`src/rtl/pcf_pkg.sv`:
```
// Shared types, constants and helper functions of the Playfair digraph cipher.
package pcf_pkg;

    localparam int LETTER_W    = 5;
    localparam int SIDE        = 5;
    localparam int CELLS       = SIDE * SIDE;
    localparam int SQ_W        = CELLS * LETTER_W;
    localparam int ROWS_W      = 60;
    localparam int CFG_IDX_W   = 3;
    localparam int CFG_DATA_W  = 60;
    localparam int QUEUE_DEPTH = 4;

    localparam logic [LETTER_W-1:0] LETTER_I       = 5'd8;
    localparam logic [LETTER_W-1:0] LETTER_J       = 5'd9;
    localparam logic [LETTER_W-1:0] DEFAULT_FILLER = 5'd23;

    // register indexes
    localparam logic [CFG_IDX_W-1:0] REG_DECRYPT_MODE = 3'd0;
    localparam logic [CFG_IDX_W-1:0] REG_CELLS_LOW    = 3'd1;
    localparam logic [CFG_IDX_W-1:0] REG_CELLS_MID    = 3'd2;
    localparam logic [CFG_IDX_W-1:0] REG_CELL_LAST    = 3'd3;
    localparam logic [CFG_IDX_W-1:0] REG_FILLER       = 3'd4;

    // one digraph queued for the back end
    typedef struct packed {
        logic [LETTER_W-1:0] a;
        logic [LETTER_W-1:0] b;
        logic                dec;
        logic                last;
    } t_pair;

    // square position
    typedef struct packed {
        logic [2:0] row;
        logic [2:0] col;
    } t_pos;

    // highest-numbered matching cell wins; no match gives row 0, col 0
    function automatic t_pos locate(input logic [SQ_W-1:0] square,
                                    input logic [LETTER_W-1:0] letter);
        t_pos pos;
        pos = '0;
        for (int r = 0; r < SIDE; r++) begin
            for (int c = 0; c < SIDE; c++) begin
                if (square[(r*SIDE + c)*LETTER_W +: LETTER_W] == letter) begin
                    pos.row = 3'(r);
                    pos.col = 3'(c);
                end
            end
        end
        return pos;
    endfunction

    // step one place modulo five, backward when decrypting
    function automatic logic [2:0] step5(input logic [2:0] x, input logic dec);
        logic [2:0] y;
        if (dec) begin
            y = (x == 3'd0) ? 3'd4 : x - 3'd1;
        end else begin
            y = (x == 3'd4) ? 3'd0 : x + 3'd1;
        end
        return y;
    endfunction

    function automatic logic [LETTER_W-1:0] cell_at(input logic [SQ_W-1:0] square,
                                                    input t_pos pos);
        logic [6:0] idx;
        idx = 7'({2'b00, pos.row}) * 7'd5 + 7'({4'b0000, pos.col});
        return square[idx*7'd5 +: LETTER_W];
    endfunction

endpackage

```
`src/rtl/pcf_intf.sv`:
```
// Handshake interfaces of the cipher: letter input, letter output, config write.
interface pcf_letter_if;
    logic       valid;
    logic       ready;
    logic [4:0] letter;
    logic       message_end;
    modport source (output valid, output letter, output message_end, input ready);
    modport sink   (input valid, input letter, input message_end, output ready);
endinterface

interface pcf_out_if;
    logic       valid;
    logic       ready;
    logic [4:0] out_letter;
    logic       out_last;
    modport source (output valid, output out_letter, output out_last, input ready);
    modport sink   (input valid, input out_letter, input out_last, output ready);
endinterface

interface pcf_cfg_if;
    logic        valid;
    logic        ready;
    logic [2:0]  index;
    logic [59:0] data;
    modport source (output valid, output index, output data, input ready);
    modport sink   (input valid, input index, input data, output ready);
endinterface

```
`src/rtl/playfair_digraph_cipher_top.sv`:
```
// Top level of the Playfair digraph cipher: config registers, front, queue, back.
//
// Channels: i_in takes one letter word per handshake (letter 0..25, j folded
// to i, message_end on the final letter). o_out gives one cipher or plain
// letter word per handshake, out_last on the final letter of the message.
// i_cfg writes a register by index: 0 decrypt mode, 1 cells 0..11, 2 cells
// 12..23, 3 cell 24, 4 filler letter; other indexes are dropped. It is
// always ready and is meant to be written while the block is idle.
// The input word completing a pair passes the pair queue, the pair stage and
// the output register before the first letter of the pair is valid on o_out;
// the second letter follows. The back end emits one letter word per cycle
// while the receiver is ready; for a doubled final letter the front end
// queues its second pad pair from a pending register with i_in.ready low.
// Reset clears the held letter, the pair queue and the output register;
// config returns to encrypt mode, all-zero square and filler x.
// When the receiver stalls, the output register holds its word, the back
// end stops popping, the queue fills and the front drops i_in.ready.
module playfair_digraph_cipher_top #(
    parameter int QUEUE_DEPTH = pcf_pkg::QUEUE_DEPTH
) (
    input  logic        i_clk,
    input  logic        i_rst_n,
    pcf_letter_if.sink  i_in,
    pcf_out_if.source   o_out,
    pcf_cfg_if.sink     i_cfg
);
    import pcf_pkg::*;

    // config registers
    logic                  r_dec;
    logic [ROWS_W-1:0]     r_cells_low;
    logic [ROWS_W-1:0]     r_cells_mid;
    logic [LETTER_W-1:0]   r_cell_last;
    logic [LETTER_W-1:0]   r_fill;
    logic [SQ_W-1:0]       square;

    logic  q_full, q_valid, q_push, q_pop;
    t_pair q_push_data, q_head;

    assign i_cfg.ready = 1'b1;
    assign square      = {r_cell_last, r_cells_mid, r_cells_low};

    always_ff @(posedge i_clk) begin
        if (!i_rst_n) begin
            r_dec       <= 1'b0;
            r_cells_low <= '0;
            r_cells_mid <= '0;
            r_cell_last <= '0;
            r_fill      <= DEFAULT_FILLER;
        end else if (i_cfg.valid) begin
            case (i_cfg.index)
                REG_DECRYPT_MODE: r_dec       <= i_cfg.data[0];
                REG_CELLS_LOW:    r_cells_low <= i_cfg.data;
                REG_CELLS_MID:    r_cells_mid <= i_cfg.data;
                REG_CELL_LAST:    r_cell_last <= i_cfg.data[LETTER_W-1:0];
                REG_FILLER:       r_fill      <= i_cfg.data[LETTER_W-1:0];
                default: ;
            endcase
        end
    end

    // digraph forming
    pcf_front u_front (
        .i_clk       (i_clk),
        .i_rst_n     (i_rst_n),
        .i_in        (i_in),
        .i_dec       (r_dec),
        .i_fill      (r_fill),
        .i_full      (q_full),
        .o_push      (q_push),
        .o_push_data (q_push_data)
    );

    pcf_queue #(
        .DEPTH (QUEUE_DEPTH)
    ) u_queue (
        .i_clk       (i_clk),
        .i_rst_n     (i_rst_n),
        .i_push      (q_push),
        .i_push_data (q_push_data),
        .i_pop       (q_pop),
        .o_full      (q_full),
        .o_valid     (q_valid),
        .o_head      (q_head)
    );

    // square lookup and letter output
    pcf_back u_back (
        .i_clk    (i_clk),
        .i_rst_n  (i_rst_n),
        .i_square (square),
        .i_valid  (q_valid),
        .i_head   (q_head),
        .o_pop    (q_pop),
        .o_out    (o_out)
    );

endmodule

```
`src/rtl/pcf_front.sv`:
```
// Front end: takes letters, forms digraphs and pushes them into the pair queue.
module pcf_front (
    input  logic                          i_clk,
    input  logic                          i_rst_n,
    pcf_letter_if.sink                    i_in,
    input  logic                          i_dec,
    input  logic [pcf_pkg::LETTER_W-1:0]  i_fill,
    input  logic                          i_full,
    output logic                          o_push,
    output pcf_pkg::t_pair                o_push_data
);
    import pcf_pkg::*;

    logic [LETTER_W-1:0] r_held,   n_held;
    logic                r_held_v, n_held_v;
    t_pair               r_pend,   n_pend;
    logic                r_pend_v, n_pend_v;

    logic [LETTER_W-1:0] l;
    logic                accept;

    assign i_in.ready = !r_pend_v && !i_full;
    assign accept     = i_in.valid && i_in.ready;
    assign l          = (i_in.letter == LETTER_J) ? LETTER_I : i_in.letter;

    always_comb begin
        n_held      = r_held;
        n_held_v    = r_held_v;
        n_pend      = r_pend;
        n_pend_v    = r_pend_v;
        o_push      = 1'b0;
        o_push_data = '0;
        if (r_pend_v) begin
            // second pad pair of a doubled final letter
            if (!i_full) begin
                o_push      = 1'b1;
                o_push_data = r_pend;
                n_pend_v    = 1'b0;
            end
        end else if (accept) begin
            if (!r_held_v) begin
                if (i_in.message_end) begin
                    o_push      = 1'b1;
                    o_push_data = '{a: l, b: i_fill, dec: i_dec, last: 1'b1};
                end else begin
                    n_held   = l;
                    n_held_v = 1'b1;
                end
            end else if (i_dec || l != r_held) begin
                o_push      = 1'b1;
                o_push_data = '{a: r_held, b: l, dec: i_dec, last: i_in.message_end};
                n_held_v    = 1'b0;
            end else begin
                // doubled letter: pad the held one, new one starts the next pair
                o_push      = 1'b1;
                o_push_data = '{a: r_held, b: i_fill, dec: 1'b0, last: 1'b0};
                if (i_in.message_end) begin
                    n_pend   = '{a: l, b: i_fill, dec: 1'b0, last: 1'b1};
                    n_pend_v = 1'b1;
                    n_held_v = 1'b0;
                end else begin
                    n_held = l;
                end
            end
        end
    end

    always_ff @(posedge i_clk) begin
        if (!i_rst_n) begin
            r_held   <= '0;
            r_held_v <= 1'b0;
            r_pend_v <= 1'b0;
        end else begin
            r_held   <= n_held;
            r_held_v <= n_held_v;
            r_pend_v <= n_pend_v;
        end
    end

    always_ff @(posedge i_clk) begin
        r_pend <= n_pend;
    end

endmodule

```
`src/rtl/pcf_queue.sv`:
```
// Short register queue of digraphs between front and back end.
module pcf_queue #(
    parameter int DEPTH = pcf_pkg::QUEUE_DEPTH
) (
    input  logic           i_clk,
    input  logic           i_rst_n,
    input  logic           i_push,
    input  pcf_pkg::t_pair i_push_data,
    input  logic           i_pop,
    output logic           o_full,
    output logic           o_valid,
    output pcf_pkg::t_pair o_head
);
    import pcf_pkg::*;

    localparam int AW = (DEPTH > 1) ? $clog2(DEPTH) : 1;
    localparam int CW = $clog2(DEPTH + 1);

    t_pair           r_mem [DEPTH];
    logic [AW-1:0]   r_wr, n_wr;
    logic [AW-1:0]   r_rd, n_rd;
    logic [CW-1:0]   r_cnt, n_cnt;
    logic            do_push, do_pop;

    assign o_full  = (r_cnt == CW'(DEPTH));
    assign o_valid = (r_cnt != '0);
    assign o_head  = r_mem[r_rd];
    assign do_push = i_push && !o_full;
    assign do_pop  = i_pop && o_valid;

    always_comb begin
        n_wr  = r_wr;
        n_rd  = r_rd;
        n_cnt = r_cnt;
        if (do_push) begin
            n_wr = (r_wr == AW'(DEPTH - 1)) ? '0 : r_wr + AW'(1);
        end
        if (do_pop) begin
            n_rd = (r_rd == AW'(DEPTH - 1)) ? '0 : r_rd + AW'(1);
        end
        if (do_push && !do_pop) begin
            n_cnt = r_cnt + CW'(1);
        end else if (do_pop && !do_push) begin
            n_cnt = r_cnt - CW'(1);
        end
    end

    always_ff @(posedge i_clk) begin
        if (!i_rst_n) begin
            r_wr  <= '0;
            r_rd  <= '0;
            r_cnt <= '0;
        end else begin
            r_wr  <= n_wr;
            r_rd  <= n_rd;
            r_cnt <= n_cnt;
        end
    end

    always_ff @(posedge i_clk) begin
        if (do_push) begin
            r_mem[r_wr] <= i_push_data;
        end
    end

endmodule

```
`src/rtl/pcf_back.sv`:
```
// Back end: locates a digraph in the square and emits its two letters.
module pcf_back (
    input  logic                       i_clk,
    input  logic                       i_rst_n,
    input  logic [pcf_pkg::SQ_W-1:0]   i_square,
    input  logic                       i_valid,
    input  pcf_pkg::t_pair             i_head,
    output logic                       o_pop,
    pcf_out_if.source                  o_out
);
    import pcf_pkg::*;

    // pair stage: located positions
    t_pos                r_p1, n_p1;
    t_pos                r_p2, n_p2;
    logic                r_dec, n_dec;
    logic                r_last, n_last;
    logic                r_pv, n_pv;
    logic                r_ph, n_ph;
    // output register
    logic                r_ov, n_ov;
    logic [LETTER_W-1:0] r_ol, n_ol;
    logic                r_olast, n_olast;

    logic load;
    t_pos o1, o2;

    assign load = !r_ov || o_out.ready;
    assign o_pop = i_valid && (!r_pv || (load && r_ph));

    always_comb begin
        o1 = r_p1;
        o2 = r_p2;
        if (r_p1.row == r_p2.row) begin
            o1.col = step5(r_p1.col, r_dec);
            o2.col = step5(r_p2.col, r_dec);
        end else if (r_p1.col == r_p2.col) begin
            o1.row = step5(r_p1.row, r_dec);
            o2.row = step5(r_p2.row, r_dec);
        end else begin
            o1.col = r_p2.col;
            o2.col = r_p1.col;
        end
    end

    always_comb begin
        n_p1    = r_p1;
        n_p2    = r_p2;
        n_dec   = r_dec;
        n_last  = r_last;
        n_pv    = r_pv;
        n_ph    = r_ph;
        n_ov    = r_ov;
        n_ol    = r_ol;
        n_olast = r_olast;
        if (load) begin
            n_ov = r_pv;
            if (r_pv) begin
                n_ol    = r_ph ? cell_at(i_square, o2) : cell_at(i_square, o1);
                n_olast = r_ph && r_last;
                n_ph    = !r_ph;
                if (r_ph) begin
                    n_pv = 1'b0;
                end
            end
        end
        if (o_pop) begin
            n_p1   = locate(i_square, i_head.a);
            n_p2   = locate(i_square, i_head.b);
            n_dec  = i_head.dec;
            n_last = i_head.last;
            n_pv   = 1'b1;
            n_ph   = 1'b0;
        end
    end

    always_ff @(posedge i_clk) begin
        if (!i_rst_n) begin
            r_pv <= 1'b0;
            r_ph <= 1'b0;
            r_ov <= 1'b0;
        end else begin
            r_pv <= n_pv;
            r_ph <= n_ph;
            r_ov <= n_ov;
        end
    end

    always_ff @(posedge i_clk) begin
        r_p1    <= n_p1;
        r_p2    <= n_p2;
        r_dec   <= n_dec;
        r_last  <= n_last;
        r_ol    <= n_ol;
        r_olast <= n_olast;
    end

    assign o_out.valid      = r_ov;
    assign o_out.out_letter = r_ol;
    assign o_out.out_last   = r_olast;

endmodule

```
`src/flat_wrapper.sv`:
```
// flat-port wrapper written by rule: the top's interface ports become plain ports
module playfair_digraph_cipher_top_flat import pcf_pkg::*;
#(
    parameter int QUEUE_DEPTH = pcf_pkg::QUEUE_DEPTH
)
  (i_clk, i_rst_n, i_in_valid, i_in_letter, i_in_message_end, i_in_ready, o_out_valid, o_out_out_letter, o_out_out_last, o_out_ready, i_cfg_valid, i_cfg_index, i_cfg_data, i_cfg_ready);
  pcf_letter_if i_in_i ();
  pcf_out_if o_out_i ();
  pcf_cfg_if i_cfg_i ();
  input  logic i_clk;
  input  logic i_rst_n;
  input wire logic [$bits(i_in_i.valid)-1:0] i_in_valid;
  input wire logic [$bits(i_in_i.letter)-1:0] i_in_letter;
  input wire logic [$bits(i_in_i.message_end)-1:0] i_in_message_end;
  output wire logic [$bits(i_in_i.ready)-1:0] i_in_ready;
  output wire logic [$bits(o_out_i.valid)-1:0] o_out_valid;
  output wire logic [$bits(o_out_i.out_letter)-1:0] o_out_out_letter;
  output wire logic [$bits(o_out_i.out_last)-1:0] o_out_out_last;
  input wire logic [$bits(o_out_i.ready)-1:0] o_out_ready;
  input wire logic [$bits(i_cfg_i.valid)-1:0] i_cfg_valid;
  input wire logic [$bits(i_cfg_i.index)-1:0] i_cfg_index;
  input wire logic [$bits(i_cfg_i.data)-1:0] i_cfg_data;
  output wire logic [$bits(i_cfg_i.ready)-1:0] i_cfg_ready;
  assign i_in_i.valid = i_in_valid;
  assign i_in_i.letter = i_in_letter;
  assign i_in_i.message_end = i_in_message_end;
  assign i_in_ready = i_in_i.ready;
  assign o_out_valid = o_out_i.valid;
  assign o_out_out_letter = o_out_i.out_letter;
  assign o_out_out_last = o_out_i.out_last;
  assign o_out_i.ready = o_out_ready;
  assign i_cfg_i.valid = i_cfg_valid;
  assign i_cfg_i.index = i_cfg_index;
  assign i_cfg_i.data = i_cfg_data;
  assign i_cfg_ready = i_cfg_i.ready;
  playfair_digraph_cipher_top #(.QUEUE_DEPTH(QUEUE_DEPTH)) u_core (.i_clk(i_clk), .i_rst_n(i_rst_n), .i_in(i_in_i), .o_out(o_out_i), .i_cfg(i_cfg_i));
endmodule
```
`config.mk`:
```
export PLATFORM = sky130hd
export DESIGN_NAME = playfair_digraph_cipher_top_flat
export DESIGN_NICKNAME = d
export VERILOG_FILES = /design/src/rtl/pcf_pkg.sv /design/src/rtl/pcf_intf.sv /design/src/rtl/playfair_digraph_cipher_top.sv /design/src/rtl/pcf_front.sv /design/src/rtl/pcf_queue.sv /design/src/rtl/pcf_back.sv /design/src/flat_wrapper.sv
export SDC_FILE = /design/constraint.sdc
export NUM_CORES = 1
export LEC_CHECK = 0
export BUFFER_PORTS_ARGS = -buffer_cell sky130_fd_sc_hd__buf_2
export CAP_MARGIN = 10
export CORE_MARGIN = 1.5
export CORE_UTILIZATION = 35
export CTS_BUF_LIST = sky130_fd_sc_hd__clkbuf_8
export CTS_CLUSTER_SIZE = 14
export DETAILED_ROUTE_END_ITERATION = 6
export GPL_ROUTABILITY_DRIVEN = 0
export SYNTH_ARGS = -nofsm -noshare
export SYNTH_HDL_FRONTEND = slang
export SYNTH_SLANG_ARGS = --single-unit
```
`constraint.sdc`:
```
create_clock -name i_clk -period 11.15 [get_ports i_clk]
set_input_delay 2.23 -clock i_clk [delete_from_list [all_inputs] [get_ports i_clk]]
set_output_delay 2.23 -clock i_clk [all_outputs]
set_load 0.05 [all_outputs]
```
==> impl_results.rst <==
.. list-table::
   :header-rows: 1

   * - Metric
     - Value
   * - Site Rows
     - 82
   * - Final setup violation count
     - 0
   * - CTS tree
     - built
   * - Sum Neg Setup Slack
     - 0 ps
   * - Standard cell core area
     - roughly 0.050 mm2
   * - Status
     - complete, but fails checks
   * - Source of the worst hold timing path
     - u_core.r_fill[4]
   * - Hold-fix buffers, CTS
     - 0
   * - I/O pin cnt
     - 83
   * - Dominant combinational cell family by area after synthesis
     - multiplexers
   * - Count of input and output buffers
     - 81
   * - Post-synthesis instance area
     - roughly 0.018 mm2
   * - DRC
     - 1
   * - Die Span Y
     - 228 um
   * - Total number of nets in the final design
     - 2055
   * - Share of the clock period used by the worst path
     - 56.2%
   * - Delay contributed by the slowest stage of the critical path
     - 910 ps
   * - Number of nets produced by synthesis
     - between 2000 and 2500
   * - Biggest area consumer among synthesized cells
     - dfxtp_1
   * - Die W
     - 228 um
   * - Max H-tree Level
     - 2
   * - Mux contribution to synthesized area
     - 18.8%
   * - Maximum number of pins on one net before global-route repair
     - 101
   * - Slowest CP cell
     - nor3_1
   * - Number of clock sinks
     - 228
   * - Ordered cell list for the critical path
     - xor2_1 > nor3_1 > nor4_1 > o211ai_1 > o21ai_0 > ha_1 > ha_1 > inv_1 > fa_1 > xnor2_1 > ha_1 > ha_1 > fa_1 > xnor2_1 > o21ai_0 > nor2_1 > a22o_1 > a221oi_1 > o22ai_1
   * - Max_cap viols
     - 0
   * - Sequential fraction of the synthesis area
     - between 30% and 40%
   * - Ratio of routed vias to standard cells
     - 5.59
   * - Synthesized instance count
     - approximately 1900
   * - Most numerous cell on the critical path
     - ha_1
   * - Drt first pass iters
     - 7
   * - Count of final hold-check violations
     - 0
   * - Highest fanout seen on the critical path
     - 14
   * - Count of buffers added by post-CTS timing repair for setup
     - 0
   * - Unrepaired setup endpoints after global routing
     - false
   * - Endpoint type of the worst setup path
     - register
   * - Hold Path Cell Cnt
     - 0
   * - Violated checks
     - design-rule violations
   * - Post-Synth Simple-Gate Area
     - 16.9%
   * - Maximum frequency from static timing analysis
     - 0.160 GHz
   * - Latest clock arrival within the worst-skew pair
     - 600 ps
   * - Worst r2r src
     - u_core.u_back.r_p1[3]
   * - Largest delay share family, worst path
     - adder cells
   * - Worst-path clk slew
     - approximately 60 ps
   * - Iteration-0 DRC Markers
     - around 1500
   * - Headroom to the max-slew limit
     - between 10% and 20%
   * - Placed Area
     - approximately 0.018 mm2
   * - Cell variety after synth
     - 69
   * - Complex-gate fraction of the synthesized area
     - between 10% and 20%
   * - Overall routing resource usage
     - about a fifth
   * - Proportion of netlist area held by the largest area contributor
     - between 10% and 20%
   * - Minimum setup slack among reg-to-reg paths
     - 4890 ps
   * - Tmin final
     - 6260 ps
   * - Measured slew at the worst slew-check pin
     - 1240 ps
   * - CP startpoint kind
     - register
   * - Top post-synthesis cells by count
     - nand2_1, xnor2_1, dfxtp_1
   * - R2R depth
     - 19
   * - Top_reg_cell synth
     - dfxtp_1
   * - Initial core utilization
     - between 30% and 40%
   * - Routed wirelength normalized by instance count
     - between 20 and 25 um
   * - Signed area change from the synthesized netlist to the final layout
     - 9.00%
   * - Area of all placed cells without fillers
     - 0.0193 mm2
   * - Overflow after GRT
     - 0
   * - Post-detailed-routing wire length
     - 53.9 mm
   * - Number of enable flip-flop cells after synthesis
     - just under 80
   * - Antenna violations before repair
     - 4
   * - Required arrival time at the worst endpoint
     - approximately 11000 ps
   * - Wire length of the first global-routing pass
     - 83.9 mm
   * - Avg Cell Area, Syn
     - roughly 9 um2
   * - Number of pins with negative max-slew slack in the final report
     - 0
   * - Crit path DAT
     - 6580 ps
   * - Via count of the first global-routing pass
     - between 10000 and 15000
   * - Post-Synth Adder-Cell Area
     - 4.38%
   * - Number of buffers inserted during clock tree synthesis
     - 40
   * - Post-DP HPWL
     - roughly 39 mm
   * - Clock tree skew after final layout
     - about 46 ps
   * - Warnings from Yosys
     - 0
   * - Most used standard cell by instance count after synthesis
     - nand2_1
   * - Share of layout cells above drive strength 1
     - 14.5%
   * - Area contributors post-synth
     - dfxtp_1, edfxtp_1, mux4_2, nand2_1, xnor2_1
   * - Setup Crit Path Kind
     - reg -> reg
   * - Min-Delay Path Class
     - reg -> reg
   * - Die Area
     - 0.0520 mm2
   * - Clock root buffer
     - clkbuf_8
   * - Number of buffer and inverter stages on the critical path
     - 1
   * - Clk buf depth
     - 3
   * - Share of async-settable or async-resettable flops after synthesis
     - 0%
   * - Via count of the routed design
     - 14700
   * - Antenna Nets Post-Route
     - 0
   * - Reg-to-Reg End
     - u_core.u_back.o_out.out_letter[2]
   * - Count of instances resized after the clock tree is built
     - 0
   * - Flops & latches, synth
     - around 230
   * - Xor/xnor share of the synthesized area
     - roughly an eighth
   * - Hold EP
     - u_core.u_front.r_pend[6]
==> flip-flops by register name, indices dropped and copies added (netlist names), 5 cells and up, named ones only <==
signal and cells:
u_core.r_cells_low 60, u_core.r_cells_mid 60, u_core.u_queue.r_mem 48, u_core.u_front.r_pend 10, u_core.u_back.r_p1 6, u_core.u_back.r_p2 6, u_core.r_cell_last 5, u_core.r_fill 5
u_core.u_back.o_out.out_letter 5, u_core.u_front.r_held 5
==> layout make-up <==
| type | instances | area, um2 |
|---|---|---|
| Antenna cell | 1 | 2.50 |
| Clock buffer | 45 | 619 |
| Clock inverter | 29 | 225 |
| Fill cell | 5140 | 30800 |
| Inverter | 38 | 143 |
| Multi-Input combinational cell | 1508 | 11500 |
| Sequential cell | 228 | 5350 |
| Tap cell | 672 | 841 |
| Timing Repair Buffer | 106 | 603 |
==> routing by layer <==
layer  track usage (%)  routed length (um)
met4              7.33                1820
met1              25.9               22000
met2              34.0               25900
met3              4.23                4170
met5                 0                  36
==> cells by family after synthesis <==
family          after synthesis
compound gates              290
xor+xnor                    266
fa+ha+maj                    59
buf+inv                     190
flops                       228
mux                         210
other cells                   1
simple gates                682
==> per-stage QoR <==
stage	instances	setup slack (ps)	utilization, %	hold WS [ps]
final	2627	4890	38.6	465
after global routing	2627	4300	38.6	479
after CTS	2625	4930	38.5	461
after detailed placement	2551	4940	36.9	444
after global placement	2551	5150	36.9	445
after floorplan	1926	5950	-	431
==> how the worst max path moves through the flow <==
stage,end,depth (start not counted),from,slack (ps)
3_5_place_dp,u_core.u_back.o_out.out_letter[1],19,u_core.u_back.r_p1[3],4940
4_1_cts,u_core.u_back.o_out.out_letter[2],19,u_core.u_back.r_p1[3],4930
2_1_floorplan,u_core.u_back.o_out.out_letter[2],19,u_core.u_back.r_p1[3],5950
6_report,u_core.u_back.o_out.out_letter[2],19,u_core.u_back.r_p1[3],4890
3_3_place_gp,u_core.u_back.o_out.out_letter[2],19,u_core.u_back.r_p2[3],5150
5_1_grt,u_core.u_back.o_out.out_letter[2],19,u_core.u_back.r_p1[3],4300
==> layout by cell type (no fill, tap or decap), types with 54 or more instances in the layout <==
cell type,synthesis,routed
mux4_2,98,98
xnor2_1,161,161
xor2_1,105,105
a21boi_0,124,124
nand3_1,90,90
ha_1,54,54
mux2i_1,106,104
buf_2,29,80
nand2_1,404,404
edfxtp_1,78,78
nor3_1,59,59
dfxtp_1,150,150
Power is left out: the tool's default activity adds up to more than one toggle a clock period on the data nets, which glitch-free logic cannot reach.
